`src/bgsf_pkg.sv`:
```
// ----------------------------------------------------------------------------
// bgsf_pkg
// shared types, field widths and the in-word priority encoder for the
// bitmap get/set/find-next block
// ----------------------------------------------------------------------------
package bgsf_pkg;

    // fixed field widths of the item and result beats
    localparam int INDEX_W = 11;
    localparam int POS_W   = 10;

    // widest word the encoder handles
    localparam int WORD_MAX = 64;
    localparam int WORD_MAX_LOG = 6;

    typedef enum logic [1:0] {
        OP_CLEAR = 2'd0,
        OP_GET   = 2'd1,
        OP_SET   = 2'd2,
        OP_FIND  = 2'd3
    } op_t;

    typedef struct packed {
        logic                    found;
        logic [WORD_MAX_LOG-1:0] idx;
    } ffs_t;

    // lowest set bit of a word
    function automatic ffs_t lowest_set(input logic [WORD_MAX-1:0] v);
        ffs_t r;
        r.found = 1'b0;
        r.idx   = '0;
        for (int i = WORD_MAX - 1; i >= 0; i--) begin
            if (v[i]) begin
                r.found = 1'b1;
                r.idx   = WORD_MAX_LOG'(i);
            end
        end
        return r;
    endfunction

endpackage

```
`src/bitmap_get_set_find_next.sv`:
```
// ----------------------------------------------------------------------------
// bitmap_get_set_find_next
// bit store kept as words with clear, get, set and find-next-matching
// operations; one result beat per item beat
// ----------------------------------------------------------------------------
//
//  channel   dir  handshake           payload
//  s_        in   s_valid / s_ready   s_op, s_index, s_value
//  m_        out  m_valid / m_ready   m_read_bit, m_position, m_hit,
//                                     m_out_of_bounds
//
//  clear goes straight to the result, get and set through read, modify and
//  write back, then result; find scans at most ceil(SCAN_END / WORD_BITS)
//  words, SCAN_END the lesser of BITMAP_BITS and 2**INDEX_W, and reads one
//  word per cycle from the single read port of the store
//  one item at a time: s_ready is high only while the block is idle
//  a finished result waits in the output register; the next item is taken
//  while it waits, and only the final hand-off stalls on m_ready
//  reset is synchronous, active low, and zeroes the whole store at once
//  through per-word valid bits
//  WORD_BITS must be a power of two
//
module bitmap_get_set_find_next
    import bgsf_pkg::*;
#(
    parameter int BITMAP_BITS = 1024,
    parameter int WORD_BITS   = 64
) (
    input  logic               aclk,
    input  logic               aresetn,

    input  logic               s_valid,
    output logic               s_ready,
    input  logic [1:0]         s_op,
    input  logic [INDEX_W-1:0] s_index,
    input  logic               s_value,

    output logic               m_valid,
    input  logic               m_ready,
    output logic               m_read_bit,
    output logic [POS_W-1:0]   m_position,
    output logic               m_hit,
    output logic               m_out_of_bounds
);

    // storage geometry
    localparam int WORD_COUNT = BITMAP_BITS / WORD_BITS + 1;
    localparam int LOG_W      = $clog2(WORD_BITS);
    localparam int WI         = INDEX_W - LOG_W;          // word index bits
    localparam int REACH      = (1 << INDEX_W) / WORD_BITS; // words an index reaches
    localparam int DEPTH      = (WORD_COUNT < REACH) ? WORD_COUNT : REACH;
    localparam int AW         = (DEPTH > 1) ? $clog2(DEPTH) : 1;
    // find only scans below this position
    localparam int SCAN_END   = (BITMAP_BITS < (1 << INDEX_W)) ? BITMAP_BITS
                                                               : (1 << INDEX_W);
    localparam int LAST_W     = (SCAN_END - 1) / WORD_BITS;
    localparam int LAST_BITS  = SCAN_END - LAST_W * WORD_BITS;

    typedef enum logic [1:0] {
        ST_IDLE,
        ST_RMW,
        ST_SCAN,
        ST_DONE
    } state_t;

    state_t               state_reg, state_next;
    op_t                  op_reg, op_next;
    logic                 value_reg, value_next;
    logic [LOG_W-1:0]     bit_reg, bit_next;
    logic [AW-1:0]        cur_w_reg, cur_w_next;
    logic                 first_reg, first_next;

    // pending result, moved to the output register in ST_DONE
    logic                 res_rd_reg, res_rd_next;
    logic [POS_W-1:0]     res_pos_reg, res_pos_next;
    logic                 res_hit_reg, res_hit_next;
    logic                 res_oob_reg, res_oob_next;

    logic                 m_valid_reg, m_valid_next;
    logic                 m_rd_reg, m_rd_next;
    logic [POS_W-1:0]     m_pos_reg, m_pos_next;
    logic                 m_hit_reg, m_hit_next;
    logic                 m_oob_reg, m_oob_next;

    // store port
    logic                 st_clr;
    logic                 st_rd_en;
    logic [AW-1:0]        st_rd_addr;
    logic [WORD_BITS-1:0] st_rd_data;
    logic                 st_wr_en;
    logic [WORD_BITS-1:0] st_wr_data;

    // item decode
    logic [WI-1:0]        in_word;
    logic                 in_oob;
    logic                 in_beyond;

    // scan datapath
    logic [WORD_BITS-1:0] match;
    ffs_t                 first_hit;
    logic [LOG_W-1:0]     hit_bit;

    assign in_word   = s_index[INDEX_W-1:LOG_W];
    assign in_oob    = 32'(in_word) >= 32'(WORD_COUNT);
    assign in_beyond = 32'(s_index) >= 32'(SCAN_END);

    // bits of the current word that equal the sought value, limited to the
    // start bit in the first word and to the scan end in the last word
    always_comb begin
        for (int b = 0; b < WORD_BITS; b++) begin
            match[b] = (st_rd_data[b] == value_reg)
                       && (!first_reg || LOG_W'(b) >= bit_reg)
                       && (cur_w_reg != AW'(LAST_W) || b < LAST_BITS);
        end
    end

    assign first_hit = lowest_set(WORD_MAX'(match));
    assign hit_bit   = first_hit.idx[LOG_W-1:0];

    always_comb begin
        state_next   = state_reg;
        op_next      = op_reg;
        value_next   = value_reg;
        bit_next     = bit_reg;
        cur_w_next   = cur_w_reg;
        first_next   = first_reg;
        res_rd_next  = res_rd_reg;
        res_pos_next = res_pos_reg;
        res_hit_next = res_hit_reg;
        res_oob_next = res_oob_reg;
        m_valid_next = m_valid_reg && !m_ready;
        m_rd_next    = m_rd_reg;
        m_pos_next   = m_pos_reg;
        m_hit_next   = m_hit_reg;
        m_oob_next   = m_oob_reg;

        st_clr       = 1'b0;
        st_rd_en     = 1'b0;
        st_rd_addr   = cur_w_reg;
        st_wr_en     = 1'b0;
        st_wr_data   = st_rd_data;

        unique case (state_reg)
            ST_IDLE: begin
                if (s_valid) begin
                    op_next      = op_t'(s_op);
                    value_next   = s_value;
                    bit_next     = s_index[LOG_W-1:0];
                    cur_w_next   = in_word[AW-1:0];
                    first_next   = 1'b1;
                    res_rd_next  = 1'b0;
                    res_pos_next = '0;
                    res_hit_next = 1'b0;
                    res_oob_next = 1'b0;
                    state_next   = ST_DONE;
                    unique case (op_t'(s_op))
                        OP_CLEAR: begin
                            st_clr = 1'b1;
                        end
                        OP_GET, OP_SET: begin
                            if (in_oob) begin
                                res_oob_next = 1'b1;
                            end else begin
                                st_rd_en   = 1'b1;
                                st_rd_addr = in_word[AW-1:0];
                                state_next = ST_RMW;
                            end
                        end
                        OP_FIND: begin
                            if (!in_beyond) begin
                                st_rd_en   = 1'b1;
                                st_rd_addr = in_word[AW-1:0];
                                state_next = ST_SCAN;
                            end
                        end
                        default: begin
                            state_next = ST_DONE;
                        end
                    endcase
                end
            end

            ST_RMW: begin
                if (op_reg == OP_GET) begin
                    res_rd_next = st_rd_data[bit_reg];
                end else begin
                    st_wr_en            = 1'b1;
                    st_wr_data[bit_reg] = value_reg;
                end
                state_next = ST_DONE;
            end

            ST_SCAN: begin
                first_next = 1'b0;
                if (first_hit.found) begin
                    res_hit_next = 1'b1;
                    res_pos_next = POS_W'({cur_w_reg, hit_bit});
                    state_next   = ST_DONE;
                end else if (cur_w_reg == AW'(LAST_W)) begin
                    state_next = ST_DONE;
                end else begin
                    // next word, read in the cycle before its use
                    st_rd_en   = 1'b1;
                    st_rd_addr = cur_w_reg + AW'(1);
                    cur_w_next = cur_w_reg + AW'(1);
                end
            end

            ST_DONE: begin
                if (!m_valid_reg || m_ready) begin
                    m_valid_next = 1'b1;
                    m_rd_next    = res_rd_reg;
                    m_pos_next   = res_pos_reg;
                    m_hit_next   = res_hit_reg;
                    m_oob_next   = res_oob_reg;
                    state_next   = ST_IDLE;
                end
            end

            default: begin
                state_next = ST_IDLE;
            end
        endcase
    end

    always_ff @(posedge aclk) begin
        if (!aresetn) begin
            state_reg   <= ST_IDLE;
            m_valid_reg <= 1'b0;
        end else begin
            state_reg   <= state_next;
            m_valid_reg <= m_valid_next;
        end
        op_reg      <= op_next;
        value_reg   <= value_next;
        bit_reg     <= bit_next;
        cur_w_reg   <= cur_w_next;
        first_reg   <= first_next;
        res_rd_reg  <= res_rd_next;
        res_pos_reg <= res_pos_next;
        res_hit_reg <= res_hit_next;
        res_oob_reg <= res_oob_next;
        m_rd_reg    <= m_rd_next;
        m_pos_reg   <= m_pos_next;
        m_hit_reg   <= m_hit_next;
        m_oob_reg   <= m_oob_next;
    end

    bgsf_store #(
        .DEPTH (DEPTH),
        .WIDTH (WORD_BITS),
        .AW    (AW)
    ) u_store (
        .aclk    (aclk),
        .aresetn (aresetn),
        .clr     (st_clr),
        .rd_en   (st_rd_en),
        .rd_addr (st_rd_addr),
        .rd_data (st_rd_data),
        .wr_en   (st_wr_en),
        .wr_addr (cur_w_reg),
        .wr_data (st_wr_data)
    );

    assign s_ready         = (state_reg == ST_IDLE);
    assign m_valid         = m_valid_reg;
    assign m_read_bit      = m_rd_reg;
    assign m_position      = m_pos_reg;
    assign m_hit           = m_hit_reg;
    assign m_out_of_bounds = m_oob_reg;

    // a find hit never comes with a get read bit or an out-of-bounds flag
    a_result_kind: assert property (@(posedge aclk) disable iff (!aresetn)
        m_valid |-> !(m_hit && (m_out_of_bounds || m_read_bit)))
        else $error("result carries flags of two operations");

    // the scan never walks past the last word below the scan end
    a_scan_limit: assert property (@(posedge aclk) disable iff (!aresetn)
        (state_reg == ST_SCAN) |-> (32'(cur_w_reg) <= 32'(LAST_W)))
        else $error("scan beyond last word");

    // read-modify-write follows an accepted in-bounds get or set directly
    a_rmw_entry: assert property (@(posedge aclk) disable iff (!aresetn)
        (s_valid && s_ready && (s_op == OP_GET || s_op == OP_SET) && !in_oob)
        |=> (state_reg == ST_RMW))
        else $error("get or set skipped the read-modify-write step");

    // a scan that runs on reads a new word every cycle
    a_scan_step: assert property (@(posedge aclk) disable iff (!aresetn)
        (state_reg == ST_SCAN && !first_hit.found && cur_w_reg != AW'(LAST_W))
        |=> (state_reg == ST_SCAN && cur_w_reg == $past(cur_w_reg) + AW'(1)))
        else $error("scan did not advance by one word");

endmodule

```
`src/bgsf_store.sv`:
```
// ----------------------------------------------------------------------------
// bgsf_store
// word store with one registered read port, one write port and per-word
// valid bits; a word never written since reset or clear reads as zero
// ----------------------------------------------------------------------------
module bgsf_store
    import bgsf_pkg::*;
#(
    parameter int DEPTH = 17,
    parameter int WIDTH = 64,
    parameter int AW    = 5
) (
    input  logic             aclk,
    input  logic             aresetn,
    input  logic             clr,
    input  logic             rd_en,
    input  logic [AW-1:0]    rd_addr,
    output logic [WIDTH-1:0] rd_data,
    input  logic             wr_en,
    input  logic [AW-1:0]    wr_addr,
    input  logic [WIDTH-1:0] wr_data
);

    logic [WIDTH-1:0] mem [DEPTH];
    logic [DEPTH-1:0] valid_reg;
    logic [WIDTH-1:0] data_reg;
    logic             vld_reg;

    // memory array: write port and registered read port
    always_ff @(posedge aclk) begin
        if (wr_en) begin
            mem[wr_addr] <= wr_data;
        end
        if (rd_en) begin
            data_reg <= mem[rd_addr];
        end
    end

    // valid bits, cleared at once by reset or clear
    always_ff @(posedge aclk) begin
        if (!aresetn) begin
            valid_reg <= '0;
            vld_reg   <= 1'b0;
        end else begin
            if (clr) begin
                valid_reg <= '0;
            end else if (wr_en) begin
                valid_reg[wr_addr] <= 1'b1;
            end
            if (rd_en) begin
                vld_reg <= valid_reg[rd_addr];
            end
        end
    end

    assign rd_data = vld_reg ? data_reg : '0;

    // read and write of one word never overlap
    a_no_overlap: assert property (@(posedge aclk) disable iff (!aresetn)
        !(rd_en && wr_en && rd_addr == wr_addr))
        else $error("read and write of the same word in one cycle");

    // clear empties the store
    a_clear: assert property (@(posedge aclk) disable iff (!aresetn)
        (clr && !wr_en) |=> (valid_reg == '0))
        else $error("valid bits survive a clear");

    // clear and write are never issued together
    a_clr_wr: assert property (@(posedge aclk) disable iff (!aresetn)
        !(clr && wr_en))
        else $error("clear and write in one cycle");

endmodule
```
`config.mk`:
```
export PLATFORM = sky130hd
export DESIGN_NAME = bitmap_get_set_find_next
export DESIGN_NICKNAME = d
export VERILOG_FILES = /design/src/bgsf_pkg.sv /design/src/bitmap_get_set_find_next.sv /design/src/bgsf_store.sv
export SDC_FILE = /design/constraint.sdc
export NUM_CORES = 2
export LEC_CHECK = 0
export BUFFER_PORTS_ARGS = -buffer_cell sky130_fd_sc_hd__buf_4
export CAP_MARGIN = 20
export CORE_ASPECT_RATIO = 0.6
export CORE_UTILIZATION = 55
export DETAILED_ROUTE_END_ITERATION = 8
export GPL_TIMING_DRIVEN = 0
export PLACE_DENSITY_LB_ADDON = 0.25
export SETUP_SLACK_MARGIN = 0.4
export SLEW_MARGIN = 20
export SYNTH_ARGS = -nofsm -noshare
export SYNTH_HDL_FRONTEND = slang
export SYNTH_HIERARCHICAL = 1
export SYNTH_SLANG_ARGS = --single-unit
```
`constraint.sdc`:
```
create_clock -name aclk -period 9 [get_ports aclk]
set_input_delay 0.45 -clock aclk [delete_from_list [all_inputs] [get_ports aclk]]
set_output_delay 0.45 -clock aclk [all_outputs]
set_load 0.05 [all_outputs]
```
==> results.sh <==
export IMPL_die_width_um=395.9
export IMPL_synth_top_cell_area_share=0.6997
export IMPL_synth_net_count=2915
export IMPL_crit_type="reg -> reg"
export IMPL_relSlewSlack=0.1630
export IMPL_postRouteAntennaNets=0
export IMPL_die_y_um=238.3
export IMPL_syn_mean_instance_area_um2=17.72
export IMPL_grt_max_degree=35
export IMPL_drive_above_1_share=0.2223
export IMPL_start_util=0.5565
export IMPL_p_int_w=0.01158
export IMPL_grtUsageTotal=0.3361
export IMPL_pre_cts_ws_ns=1.736
export IMPL_drt_wl_total_um=157200
export IMPL_post_cts_setup_buffers=0
export IMPL_cp_top_family="buffers and inverters"
export IMPL_cts_root_buf="clkbuf_16"
export IMPL_p_per_area_mw_per_mm2=304.2
export IMPL_clkTransAtPathRegs_ns=0.07
export IMPL_timing_fmax_ghz=0.1289
export IMPL_gp_congestion=1.018
export IMPL_hold_depth=2
export IMPL_core_rowCount=86
export IMPL_initialDrtViolationCount=4273
export IMPL_worstPathMaxFanout=10
export IMPL_syn_area_mm2=0.05120
export IMPL_crit_path_top_delay_cell="clkbuf_1"
export IMPL_r2r_start="u_store/vld_reg$_SDFFE_PN0P_"
export IMPL_yosysWarnings=6
export IMPL_num_io_pins=33
export IMPL_cp_start_kind="register"
export IMPL_drc=0
export IMPL_synthTopCellsByArea="edfxtp_1, mux4_2, mux2i_1"
export IMPL_clkLatencyLatePin_ns=0.74
export IMPL_post_synth_top_count_cell="edfxtp_1"
export IMPL_peakVddDrop_mv=0.2076
export IMPL_synth_cells=2889
export IMPL_fillers=6240
export IMPL_netlist_top_cells_count="edfxtp_1, mux4_2, nand2_1"
export IMPL_wl_per_cell_um=35.22
export IMPL_worstSetupEndpointType="register"
export IMPL_seqPwrFrac=0.377
export IMPL_fin_skew_ns=0.05330
export IMPL_synth_seq_cells=1214
export IMPL_via_count=30250
export IMPL_ys_flop_type="edfxtp_1"
export IMPL_rsz0062_at_grt="no"
export IMPL_totalPowerFinal_w=0.01777
export IMPL_switching_share=0.3484
export IMPL_switching_power_w=0.006193
export IMPL_vias_per_cell=6.779
export IMPL_worstHoldStart="aresetn"
export IMPL_dp_hpwl_um=111500
export IMPL_crit_arrival_ns=8.20
export IMPL_hp_class="in -> reg"
export IMPL_maxCapViolCount=0
export IMPL_cts_tree="yes"
export IMPL_max_stage_delay_ns=0.89
export IMPL_hold_viol=0
export IMPL_path_cells="clkbuf_1 > clkbuf_1 > and2_1 > o21bai_1 > o211ai_1 > a21boi_0 > and4_1 > and2_1 > mux2i_1 > o21ai_0 > buf_4 > buf_2 > buf_2 > mux4_2 > mux2i_1 > a211oi_1 > a21o_1"
export IMPL_grt_pass1_wl_um=219500
export IMPL_yosysUniqueCellTypes=90
export IMPL_crit_required_ns=9.45
export IMPL_cts_max_path_buffers=3
export IMPL_post_synth_top_area_cell="edfxtp_1"
export IMPL_fin_crit_ns=7.758
export IMPL_port_buffers=32
export IMPL_ys_seq_area_frac=0.7079
export IMPL_antenna_found_initial=6
export IMPL_critPathBufInv=5
export IMPL_largest_reg_flops=1088
export IMPL_cts_resized=0
export IMPL_grt_overflow_total=0
export IMPL_core_mm2=0.09200
export IMPL_fin_hold_ws_ns=0.05785
export IMPL_die_area_mm2=0.09435
export IMPL_synth_edf_count=1193
export IMPL_status="complete, no violations"
export IMPL_ff2ff_path_depth=17
export IMPL_cts_sinks=1214
export IMPL_cts_buffers_inserted=103
export IMPL_cts_htree_levels=3
export IMPL_syn_to_final_growth_pct=14.12
export IMPL_clock_power_share=0.253
export IMPL_fin_nets=3173
export IMPL_finalSetupViolations=0
export IMPL_min_period_over_period=0.8620
export IMPL_first_pass_iters=6
export IMPL_setup_ws_ns=1.242
export IMPL_grt_pass1_vias=29000
export IMPL_cp_startpoint="u_store/vld_reg$_SDFFE_PN0P_"
export IMPL_worstMarginPinSlew_ns=1.244
export IMPL_p_comb_frac=0.370
export IMPL_async_flop_share=0
export IMPL_p_leak_nw=19.05
export IMPL_cts_hold_buffers_added=9
export IMPL_crit_cells=17
export IMPL_slew_viol_final=0
==> final timing paths <==
check | to | slack, ns
max reg2reg | u_store/data_reg[21]$_DFFE_PP_ | 1.24
min reg2reg | m_position[7]$_DFFE_PP_ | 0.42
min | m_valid$_SDFF_PN0_ | 0.06
max | u_store/data_reg[21]$_DFFE_PP_ | 1.24
==> layout by cell type, fill, tap and decap left out, types with 11 or more instances in the layout <==
master	n
dfxtp_1	21
inv_1	23
nor2_4	16
o22ai_1	73
xnor2_1	18
nand3_1	39
a211oi_1	82
and2_1	84
and3_1	12
buf_12	45
nand2b_1	16
o211ai_1	14
mux4_2	260
clkbuf_16	104
o21ai_0	49
bufinv_16	11
clkbuf_1	75
nand2_1	189
edfxtp_1	1193
a21o_1	71
mux2i_1	78
buf_4	117
nor3_1	18
nor2_1	61
clkinv_1	31
o21a_1	24
a21oi_1	51
buf_16	21
xor2_1	23
mux4_1	11
o21ai_1	66
buf_6	18
buf_2	53
==> per-stage QoR <==
stage	setup TNS, ns	util	instance area, um^2	cells
2_1_floorplan	0	-	51210	2889
6_report	0	0.6351	58430	4463
3_3_place_gp	-668.16	0.5759	52990	4153
3_5_place_dp	0	0.5967	54890	4262
4_1_cts	0	0.6346	58380	4459
5_1_grt	0	0.6350	58420	4462
==> area by class of cell <==
type / instances / area (um^2) / area share
clock buffers: 123 / 2684 / 0.04594
multi-input cells: 1465 / 13890 / 0.2377
flip-flops and latches: 1214 / 36240 / 0.6204
diodes: 1 / 2.502 / 0.00004283
clock inverters: 65 / 716.9 / 0.01227
plain buffers: 186 / 1159 / 0.01983
well taps: 1232 / 1541 / 0.02638
repair buffers: 153 / 2100 / 0.03593
inverters: 24 / 90.09 / 0.001542
==> power groups by stage <==
stage | Clock (W) | Sequential [W] | Combinational [W]
3_5_place_dp | 0 | 0.00681 | 0.00643
4_1_cts | 0.00455 | 0.00669 | 0.00647
5_1_grt | 0.00475 | 0.00671 | 0.00686
2_1_floorplan | 0 | 0.00681 | 0.00413
6_report | 0.00450 | 0.00669 | 0.00658
3_3_place_gp | 0 | 0.00683 | 0.00624
==> routing by layer <==
| metal | track usage | wire, um | part of all wire |
|---|---|---|---|
| met5 | 0 | 0 | 0 |
| met4 | 0.06798 | 3051 | 0.019 |
| met3 | 0.09806 | 20780 | 0.13 |
| met2 | 0.4395 | 62690 | 0.40 |
| met1 | 0.5537 | 70650 | 0.45 |
==> cell families after synthesis <==
kind of cell    Yosys count  synth area share
flops                  1214            0.7079
compound gates          536           0.07065
simple gates            531           0.05296
mux                     349            0.1353
buf+inv                 210           0.02424
xor+xnor                 41          0.007014
fa+ha+maj                 8          0.001955
No activity file was read; power rests on OpenSTA's default activity.
